--- src/hw/rtl/wlb_pkg.sv ---
// ----------------------------------------------------------------------------
// wlb_pkg
// Shared types and constants of the weighted curve blending pixel core.
// ----------------------------------------------------------------------------
package wlb_pkg;

    localparam int CURVE_COUNT = 9;
    localparam int CURVE_NODES = 256;
    localparam int CHANNELS    = 3;
    localparam int MAX_COEFS   = 9;

    localparam int FULL_SCALE  = 255;
    localparam int Q_SHIFT     = 28;

    localparam int COEF_W      = 16;
    localparam int PROD_W      = 2 * COEF_W;
    localparam int SUM_W       = PROD_W + $clog2(CURVE_COUNT + 1);
    localparam int SCALED_W    = SUM_W + 8;
    localparam int CHAN_W      = 2;
    localparam int LEVEL_W     = 8;
    localparam int PIXEL_W     = 8;

    localparam int TABLE_ROWS  = CHANNELS * CURVE_NODES;
    localparam int ROW_AW      = $clog2(TABLE_ROWS);

    localparam int GROUP       = 3;
    localparam int NGROUP      = (CURVE_COUNT + GROUP - 1) / GROUP;

    localparam logic MODE_BLEND = 1'b0;
    localparam logic MODE_LOAD  = 1'b1;

    typedef logic signed [COEF_W-1:0] coef_t;
    typedef logic signed [PROD_W-1:0] prod_t;
    typedef logic signed [SUM_W-1:0]  sum_t;
    typedef logic [ROW_AW-1:0]        row_t;

    typedef struct packed {
        logic en1;
        logic en2;
        logic en3;
        logic en4;
        logic en5;
    } pipe_ctrl_t;

endpackage

--- src/hw/rtl/wlb_merge.sv ---
// ----------------------------------------------------------------------------
// wlb_merge
// Sums the lane products over two registered levels, scales and clamps.
// ----------------------------------------------------------------------------
module wlb_merge (
    input  logic                      clk,
    input  wlb_pkg::pipe_ctrl_t       ctrl,
    input  wlb_pkg::prod_t            prod [wlb_pkg::CURVE_COUNT],
    output logic [wlb_pkg::PIXEL_W-1:0] pixel
);
    import wlb_pkg::*;

    sum_t                group_reg [NGROUP];
    sum_t                group_next [NGROUP];
    sum_t                total_reg;
    sum_t                total_next;
    logic [SCALED_W-1:0] scaled;
    logic [SCALED_W-1:0] shifted;
    logic [PIXEL_W-1:0]  pixel_reg;
    logic [PIXEL_W-1:0]  pixel_next;

    // partial sums of up to three products each
    always_comb
    begin
        for (int g = 0; g < NGROUP; g++)
        begin
            group_next[g] = '0;
            for (int j = 0; j < GROUP; j++)
            begin
                if (g * GROUP + j < CURVE_COUNT)
                begin
                    group_next[g] = group_next[g] + sum_t'(prod[g * GROUP + j]);
                end
            end
        end
    end

    always_ff @(posedge clk)
    begin
        if (ctrl.en3)
        begin
            group_reg <= group_next;
        end
    end

    always_comb
    begin
        total_next = '0;
        for (int g = 0; g < NGROUP; g++)
        begin
            total_next = total_next + group_reg[g];
        end
    end

    always_ff @(posedge clk)
    begin
        if (ctrl.en4)
        begin
            total_reg <= total_next;
        end
    end

    assign scaled  = SCALED_W'(unsigned'(total_reg)) * SCALED_W'(FULL_SCALE);
    assign shifted = scaled >> Q_SHIFT;

    always_comb
    begin
        if (total_reg <= sum_t'(0))
        begin
            pixel_next = '0;
        end
        else if (shifted > SCALED_W'(FULL_SCALE))
        begin
            pixel_next = PIXEL_W'(FULL_SCALE);
        end
        else
        begin
            pixel_next = shifted[PIXEL_W-1:0];
        end
    end

    always_ff @(posedge clk)
    begin
        if (ctrl.en5)
        begin
            pixel_reg <= pixel_next;
        end
    end

    assign pixel = pixel_reg;

endmodule

--- config.mk ---
export PLATFORM = sky130hd
export DESIGN_NAME = wlb_merge
export DESIGN_NICKNAME = d
export VERILOG_FILES = /design/src/hw/rtl/wlb_pkg.sv /design/src/hw/rtl/wlb_merge.sv
export SDC_FILE = /design/constraint.sdc
export NUM_CORES = 1
export LEC_CHECK = 0
export BUFFER_PORTS_ARGS = -buffer_cell sky130_fd_sc_hd__buf_4
export CAP_MARGIN = 40
export CELL_PAD_IN_SITES_DETAIL_PLACEMENT = 0
export CELL_PAD_IN_SITES_GLOBAL_PLACEMENT = 1
export CORE_UTILIZATION = 40
export CTS_CLUSTER_DIAMETER = 60
export DETAILED_ROUTE_END_ITERATION = 10
export PLACE_DENSITY = 0.78
export SLEW_MARGIN = 20
export SYNTH_ARGS = -nofsm -noshare
export SYNTH_HDL_FRONTEND = slang
export SYNTH_SLANG_ARGS = --single-unit
--- constraint.sdc ---
create_clock -name clk -period 6.6 [get_ports clk]
set_input_delay 0.66 -clock clk [delete_from_list [all_inputs] [get_ports clk]]
set_output_delay 0.66 -clock clk [all_outputs]
set_load 0.005 [all_outputs]
# After elaboration in Yosys (flattened, before gate mapping)
# Index checks and enable logic that the tools add are counted.
# totals
regBits,152
latch_bits,0
ram_bits,0
mem_bits_ro,0
inputBits,294
out_inout_bits,8
elab_cells,17
memories,0
# classes
add_sub_neg,8
n_mul,1
div_mod_pow,0
magnitude_cmp,2
n_eq_ne,0
shifts,0
n_mux,1
bitwise,0
n_reduce_logical,0
# ops
cell,n
$add A33 B32 Y34,3
$add A32 B32 Y33,3
$add A36 B36 Y36,2
$mul A36 B8 Y44 const B,1
$le A36 B1 Y1 const B,1
$gt A16 B8 Y1 const B,1
$mux W8,1

# Longest topological paths before layout
# Gate-level depths: netlist (run 1).
# logic_depth
depth_word,3
mapped_depth,19
ltp_nobuf,18

# Worst setup path before layout (run 1)
# OpenSTA, ideal clock, no wires.
# synth_timing
path_type,reg2reg
start,reg total_reg[6]
end,"reg pixel_reg[6], in the netlist pixel[6] (data pin)"
setup_ns,0.277
arrival_time_ns,5.243
required_time_ns,6.323
path_slack_ns,1.079
path_stages_with_launch,19
path_buffers,0
synth_period_minus_slack_ns,5.521
cell_sequence,edfxtp_1 inv_1 fa_1 fa_1 inv_1 fa_1 inv_1 fa_1 inv_1 ha_1 a41oi_1 o21ai_1 a211o_1 a311oi_2 o211ai_1 a31oi_1 mux2_2 a2111oi_4 a31oi_1
# synth_between
elab_chain_cells,3
word_cells_on_any_way,4
cone_classes,mul (1); order compare (2); mux (1)
# synth_lines
item,line_no,text
start: declaration,wlb_merge.sv:15,sum_t total_reg;
start signal: assignment,wlb_merge.sv:59,total_reg <= total_next;
$mul A36 B8 Y44,wlb_merge.sv:63,assign scaled = SCALED_W'(unsigned'(total_reg)) * SCALED_W'(FULL_SCALE);
$gt A16 B8 Y1,wlb_merge.sv:72,else if (shifted > SCALED_W'(FULL_SCALE))
$mux W8,wlb_merge.sv:72,
end signal: assignment,wlb_merge.sv:86,pixel_reg <= pixel_next;
end: declaration,wlb_merge.sv:19,logic [PIXEL_W-1:0] pixel_reg;
# Several ways; a longest one is shown, not always the timed one.
# A chain may end at the register's enable or synchronous reset.

# Final worst setup path (run 1)
# Same ends and word-level chain as after synthesis.

==> impl_metrics.yaml, run 1 <==
run_status:
  status: "finished, final reports clean"
cts:
  cts_htree_levels: 4
  cts_tree: "built"
  clkTransAtPathRegs_ns: 0.06
  post-cts-setup-buffers: 0
  cts_sinks: 146
  root_buffer: "clkbuf_16"
  clock_path_buffers: 2
  cts-resized-gates: 0
  clk_latency_ns: 0.44
  postCtsHoldBufs: 0
  numCtsBuffers: 17
yosys:
  yosysWarningCount: 0
  synth.avg_cell_area_sq_um: 10.5
  ys_seq_elements: 146
  synth_edf_count: 146
  ys_types: 76
  yosysTopAreaCellShare_pct: 30.1
  synthesis.area_sq_um: 20100
  async_flop_share_pct: 0
  synthFlopType: "edfxtp_1"
  ys_seq_area_share_pct: 21.8
  yosysTopAreaCell: "fa_1"
  syn_inst: 1917
  synth_nets: 2723
  yosys-top-cells-area: "fa_1 30%, edfxtp_1 22%, ha_1 13%"
worst_setup_path:
  r2r-start: "total_reg[6]"
  rr_worst_depth: 18
  cp.required_ns: 6.75
  crit_slowest_cell: "fa_1"
  crit_start: "total_reg[6]"
  slowest_delay_ns: 0.56
  arrival_ns: 6.17
  crit_chain: "inv_1, fa_1, fa_1, inv_1, fa_1, inv_1, fa_1, inv_1, ha_1, a41oi_1, o21ai_1, a211o_1, a311oi_2, o211ai_1, a31oi_1, mux2_2, a2111oi_4, a31oi_1"
  startpoint_type: "register"
  worstReg2RegEnd: "pixel[6]"
  end_kind: "register"
  ff2ff_setup_slack_ns: 0.59
  setup.worst_path.class: "register to register"
  cp_max_fo: 8
min_path:
  hold_end: "pixel[1]"
  worstHoldPathType: "primary input to register"
  min_from: "ctrl[0]"
  min_path_cells: 1
detailed_routing:
  drt_iter0_drc: 785
  via_per_inst: 5.02
  wl_per_cell_microns: 16.2
  dr.pass1.iters: 5
  vias: 14500
  postRouteAntennaNets: 0
  drcViolationCount: 0
  wl_microns: 47000
placed_design:
  dpl.hpwl_microns: 41400
  portBuffers: 299
  gp_congestion: 0.900
layout:
  final_net_count: 3028
  syn_to_final_growth_pct: 17.9
  seqCellArea_sq_um: 4380
  antenna_cells: 0
  drive_above_1_share_pct: 15.8
  largest_reg_flops: 102
  fin_util_pct: 48.1
  n_fill_cell: 4498
  multi_input_area_sq_um: 14400
floorplan:
  floorplan.initialDensity_pct: 40.8
  io_pins: 302
  die_h_microns: 226
  rows: 81
  die_x_microns: 226
  fp.dieArea_sq_um: 51300
  coreArea_sq_um: 49400
global_route:
  gr-total-overflow: 0
  grt_max_degree: 68
  grt_pass1_vias: 15300
  antenna_found_initial: 0
  grt_pass1_wl_microns: 76500
  grtUsageTotal_pct: 19.0
timing:
  rsz0062_at_grt: "false"
  tightest_slew_ns: 0.838
  fin_crit_ns: 6.01
  setup_tns_ns: 0
  skew_ns: 0.0131
  max_slew_margin_pct: 43.7
  period_share_pct: 91.1
  drv_slew: 0
  max_freq_ghz: 0.166
  finalSetupViolations: 0
  final-hold-violation-count: 0
run:
  drv_cap: 0
==> stage by stage <==
stage	cells	area (sq um)	hold WS [ns]	setup slack, ns
detailed placement	2866	23200	0.702	0.509
finish	2898	23800	0.504	0.586
global route	2898	23800	0.493	0.169
floorplan	1917	20100	0.680	1.08
global placement	2866	23200	0.701	0.591
CTS	2897	23700	0.479	0.510
==> per-layer routing <==
layer  GRT usage (%)  vias to the layer above  part of all wire (%)
li1                -                     7193                     -
met1            25.4                     6985                    46
met2            32.5                      311                    49
met3            1.90                       50                   3.2
met4            5.34                        0                   1.9
met5               0                        -                     0
==> critical path, delay by kind of cell, from the launching register on <==
kind	cells	cell delay [ns]
AOI/OAI and AO/OA	8	2.12
adders and majority gates	5	2.46
buffers and inverters	4	0.40
DFF	1	0.35
muxes	1	0.39
==> cells by family (layout without fill, tap and decap cells) <==
kind of cell | count (synthesis) | after routing | synth area share [%]
buf+inv | 356 | 673 | 6.73
fa+ha+maj | 512 | 512 | 43.1
mux | 6 | 6 | 0.304
compound gates | 457 | 457 | 15.3
flops | 146 | 146 | 21.8
xor+xnor | 119 | 119 | 5.17
simple gates | 321 | 321 | 7.60
==> cells in the mapped netlist, types with 17 or more instances <==
library cell and instances:
fa_1 303, a31oi_1 21, o21bai_1 17, nand2_1 75
nand4_1 20, nor2_1 95, o21a_1 28, xor2_1 32
inv_1 339, nor3_1 26, a21oi_1 126, o21ai_0 59
xnor2_1 87, nand3_1 36, a211oi_1 19, edfxtp_1 146
ha_1 209, a21o_1 79
==> layout make-up <==
| class | count | area share (%) |
|---|---|---|
| clock buffers | 18 | 1.81 |
| clock inverters | 13 | 0.585 |
| inverters | 339 | 5.36 |
| multi-input cells | 1415 | 60.6 |
| flip-flops and latches | 146 | 18.5 |
| well taps | 664 | 3.50 |
| repair buffers | 303 | 9.66 |
==> how the worst max path moves through the flow <==
stage / end
2_1_floorplan: pixel[6]
3_3_place_gp: pixel[6]
3_5_place_dp: pixel[6]
4_1_cts: pixel[6]
5_1_grt: pixel[6]
6_report: pixel[6]
==> layout by cell type, fill, tap and decap left out, types with 59 or more instances in the layout <==
master / instances
nor2_1: 95
o21ai_0: 59
ha_1: 209
xnor2_1: 87
buf_4: 302
fa_1: 303
a21o_1: 79
a21oi_1: 126
inv_1: 339
edfxtp_1: 146
nand2_1: 75
Power of run 1 is left out: the tool's default activity adds up to more than one toggle a clock period on the data nets, which glitch-free logic cannot reach.
==> inputs of run 2 (changes only) <==
--- a/config.mk
+++ b/config.mk
@@ -12,7 +12,7 @@
 export CORE_UTILIZATION = 40
 export CTS_CLUSTER_DIAMETER = 60
 export DETAILED_ROUTE_END_ITERATION = 10
-export PLACE_DENSITY = 0.78
+export PLACE_DENSITY = 0.71
 export SLEW_MARGIN = 20
 export SYNTH_ARGS = -nofsm -noshare
 export SYNTH_HDL_FRONTEND = slang
==> run 2 against run 1 <==
Effect of this change:
- sequential share of layout area about the same
- highest routed layer unchanged
- register-to-register slack worse by 0.06 ns
- count of clock-buffer cells in the layout down 1
- routed wire length up 0.40%
- core utilization about the same
- largest cell class unchanged
==> impl_metrics.yaml, run 2 (same netlist as run 1, synthesis figures left out) <==
run:
  drv_cap: 0
detailed_routing:
  wl_microns: 47200
  dr.pass1.iters: 5
  postRouteAntennaNets: 0
  vias: 14400
  wl_per_cell_microns: 16.3
  drcViolationCount: 0
  drt_iter0_drc: 682
  via_per_inst: 4.97
layout:
  seqCellArea_sq_um: 4380
  layout_commonest_cell: "inv_1"
  largest_reg_flops: 102
  n_fill_cell: 4667
  final_net_count: 3028
  antenna_cells: 0
  layout_common_cells: "339 x inv_1, 303 x fa_1, 302 x buf_4"
  multi_input_area_sq_um: 14400
  syn_to_final_growth_pct: 18.0
  drive_above_1_share_pct: 15.9
min_path:
  hold_end: "pixel[4]"
  min_from: "ctrl[0]"
  min_path_cells: 1
  worstHoldPathType: "primary input to register"
cts:
  clk_latency_ns: 0.45
  root_buffer: "clkbuf_16"
  clkTransAtPathRegs_ns: 0.07
  cts-resized-gates: 0
  postCtsHoldBufs: 0
  cts_sinks: 146
  cts_tree: "built"
  numCtsBuffers: 17
  post-cts-setup-buffers: 0
  cts_htree_levels: 4
  clock_path_buffers: 2
timing:
  setup_tns_ns: 0
  fin_crit_ns: 6.07
  max_freq_ghz: 0.165
  drv_slew: 0
  tightest_slew_ns: 0.857
  hold_ws_ns: 0.481
  skew_ns: 0.0134
  rsz0062_at_grt: "false"
  final-hold-violation-count: 0
  period_share_pct: 92.0
  finalSetupViolations: 0
  max_slew_margin_pct: 42.4
worst_setup_path:
  crit_chain: "inv_1, fa_1, fa_1, inv_1, fa_1, inv_1, fa_1, inv_1, ha_1, a41oi_1, o21ai_1, a211o_1, a311oi_2, o211ai_1, a31oi_1, mux2_2, a2111oi_4, a31oi_1"
  arrival_ns: 6.24
  crit_start: "total_reg[5]"
  cp_max_fo: 8
  setup.worst_path.class: "register to register"
  ff2ff_setup_slack_ns: 0.53
  crit_slowest_cell: "fa_1"
  critPathBufInv: 4
  cp.required_ns: 6.76
  worstReg2RegEnd: "pixel[0]"
  slowest_delay_ns: 0.56
  rr_worst_depth: 18
  startpoint_type: "register"
  end_kind: "register"
  r2r-start: "total_reg[5]"
  crit_family: "adder cells"
global_route:
  grtUsageTotal_pct: 19.1
  gr-total-overflow: 0
  grt_pass1_wl_microns: 76400
  grt_max_degree: 58
  grt_pass1_vias: 15200
  antenna_found_initial: 0
placed_design:
  dpl.hpwl_microns: 41900
  gp_congestion: 0.858
  portBuffers: 299
floorplan:
  rows: 81
  die_h_microns: 226
  fp.dieArea_sq_um: 51300
  coreArea_sq_um: 49400
  floorplan.initialDensity_pct: 40.8
  io_pins: 302
  die_x_microns: 226
run_status:
  status: "finished, final reports clean"
==> run 2: cell count changes in the layout (fill, tap and decap cells not counted) <==
cell        previous run  this run
clkbuf_1               1         0
clkinv_1               2         0
clkinv_8               0         1
clkinv_4               2         3
clkinvlp_4             6         1
inv_8                  0         3
inv_6                  1         6
bufinv_16              2         1
==> run 2: area by class of cell <==
cell class                      count  area share [%]
Clock buffer                       17            1.79
Clock inverter                     15           0.700
Inverter                          339            5.35
Multi-Input combinational cell   1415            60.6
Sequential cell                   146            18.4
Tap cell                          664            3.49
Timing Repair Buffer              303            9.65
==> run 2: metrics by stage <==
step                cells  area [sq um]  utilization [%]  setup slack (ns)
floorplan            1917         20100                -              1.08
global route         2899         23800             48.2           0.00316
detailed placement   2867         23200             47.0             0.444
finish               2899         23800             48.2             0.526
CTS                  2899         23800             48.2             0.427
global placement     2866         23200             46.9             0.520
==> run 2: worst max path at each step <==
stage	to	slack, ns	cells past startpoint
global route	pixel[0]	0.003	18
global placement	pixel[6]	0.52	18
floorplan	pixel[6]	1.08	18
CTS	pixel[0]	0.43	18
finish	pixel[0]	0.53	18
detailed placement	pixel[0]	0.44	18
==> run 2: layer usage <==
layer	global-route usage [%]	vias to the layer above	part of all wire (%)
met5	0	-	0
met4	3.68	0	1.0
met3	1.96	28	2.9
met2	33.6	274	49
met1	25.4	6906	47
li1	-	7208	-
Power of run 2 is left out for the same reason.
==> inputs of run 3 (changes only) <==
==> constraint.sdc (replaced) <==
create_clock -name clk -period 7.8 [get_ports clk]
set_input_delay 0.78 -clock clk [delete_from_list [all_inputs] [get_ports clk]]
set_output_delay 0.78 -clock clk [all_outputs]
set_load 0.005 [all_outputs]
==> run 3 against run 2 <==
Effect of this change:
- count of clock-buffer cells in the layout unchanged
- global-route usage is 0.23 points higher
- register-to-register slack gained 1.2 ns
- routed wire length is 0.60% higher
- setup slack improved by 1.2 ns
- cell count barely moved
- via count increased by 0.65%
- die area unchanged
- core utilization is 0.071 points lower
- critical path type unchanged
- non-clock buffer count down 1
- sequential cell count is the same
- clock skew decreased by 0.0039 ns
==> impl_metrics.yaml, run 3 (same netlist as run 1, synthesis figures left out) <==
placed_design:
  portBuffers: 299
  placed_cell_area_sq_um: 23200
  gp_congestion: 0.874
  dp_slack_ns: 1.59
  dpl.hpwl_microns: 42100
floorplan:
  io_pins: 302
  rows: 81
  fp.dieArea_sq_um: 51300
  coreArea_sq_um: 49400
  die_h_microns: 226
  floorplan.initialDensity_pct: 40.8
  die_x_microns: 226
worst_setup_path:
  cp_max_fo: 8
  end_kind: "register"
  worstReg2RegEnd: "pixel[0]"
  slowest_delay_ns: 0.56
  cp.required_ns: 7.95
  crit_slowest_cell: "fa_1"
  startpoint_type: "register"
  rr_worst_depth: 18
  setup.worst_path.class: "register to register"
  r2r-start: "total_reg[8]"
  crit_chain: "inv_1, fa_1, inv_1, fa_1, fa_1, inv_1, fa_1, inv_1, ha_1, a41oi_1, o21ai_1, a211o_1, a311oi_2, o211ai_1, a31oi_1, mux2_2, a2111oi_4, a31oi_1"
  arrival_ns: 6.26
  ff2ff_setup_slack_ns: 1.70
cts:
  numCtsBuffers: 17
  post-cts-setup-buffers: 0
  cts_tree: "built"
  cts_htree_levels: 4
  clk_latency_ns: 0.44
  cts-resized-gates: 0
  cts_sinks: 146
  clock_path_buffers: 2
  postCtsHoldBufs: 0
  clkTransAtPathRegs_ns: 0.07
  root_buffer: "clkbuf_16"
global_route:
  gr-total-overflow: 0
  grt_max_degree: 51
  grtUsageTotal_pct: 19.3
  antenna_found_initial: 0
  grt_pass1_wl_microns: 77400
  grt_pass1_vias: 15300
detailed_routing:
  dr.pass1.iters: 5
  wl_per_cell_microns: 16.4
  drt_iter0_drc: 756
  vias: 14500
  postRouteAntennaNets: 0
  wl_microns: 47400
  drcViolationCount: 0
  via_per_inst: 5.01
min_path:
  hold_end: "pixel[7]"
  min_path_cells: 1
  min_from: "ctrl[0]"
  worstHoldPathType: "primary input to register"
timing:
  max_slew_margin_pct: 41.3
  drv_slew: 0
  fin_ws_ns: 1.70
  max_freq_ghz: 0.164
  finalSetupViolations: 0
  hold_ws_ns: 0.615
  final-hold-violation-count: 0
  period_share_pct: 78.3
  fin_crit_ns: 6.10
  tightest_slew_ns: 0.872
  skew_ns: 0.00949
  setup_tns_ns: 0
  rsz0062_at_grt: "false"
layout:
  syn_to_final_growth_pct: 17.9
  antenna_cells: 0
  largest_reg_flops: 102
  final_area_sq_um: 23700
  layout_common_cells: "339 x inv_1, 303 x fa_1, 301 x buf_4"
  layout_commonest_cell: "inv_1"
  final_net_count: 3027
  drive_above_1_share_pct: 15.9
run_status:
  status: "finished, final reports clean"
run:
  drv_cap: 0
## run 3: how the worst max path moves through the flow
| stage | from | end | slack (ns) |
|---|---|---|---|
| final | total_reg[8] | pixel[0] | 1.70 |
| after detailed placement | total_reg[6] | pixel[0] | 1.59 |
| after global routing | total_reg[8] | pixel[4] | 1.23 |
| after floorplan | total_reg[6] | pixel[6] | 2.28 |
| after global placement | total_reg[6] | pixel[6] | 1.68 |
| after CTS | total_reg[8] | pixel[0] | 1.59 |
## run 3: cell type report
type | instances | area, sq um
Clock inverter | 15 | 139
Clock buffer | 17 | 425
Fill cell | 4663 | 25600
Tap cell | 664 | 831
Timing Repair Buffer | 302 | 2290
Sequential cell | 146 | 4380
Multi-Input combinational cell | 1415 | 14400
Inverter | 339 | 1270
## run 3: layer usage
layer	share of wire (%)	vias up	GRT usage, %
met4	1.4	0	4.73
li1	-	7196	-
met1	46	6982	25.6
met3	2.9	34	1.83
met5	0	-	0
met2	50	297	33.8
## run 3: worst max-delay path, delay by kind of cell, from the launching register on
kind / cells / cell delay (ns)
AO/OA/AOI/OAI: 8 / 2.24
multiplexers: 1 / 0.39
buffers and inverters: 4 / 0.32
adder cells (fa/ha/maj): 5 / 2.43
flip-flops: 1 / 0.43
## run 3: per-stage QoR
stage | util, % | instances
final | 48.1 | 2898
after global routing | 48.1 | 2898
after CTS | 48.1 | 2898
after detailed placement | 47.0 | 2866
after global placement | 46.9 | 2865
after floorplan | - | 1917
Power of run 3 is left out for the same reason.
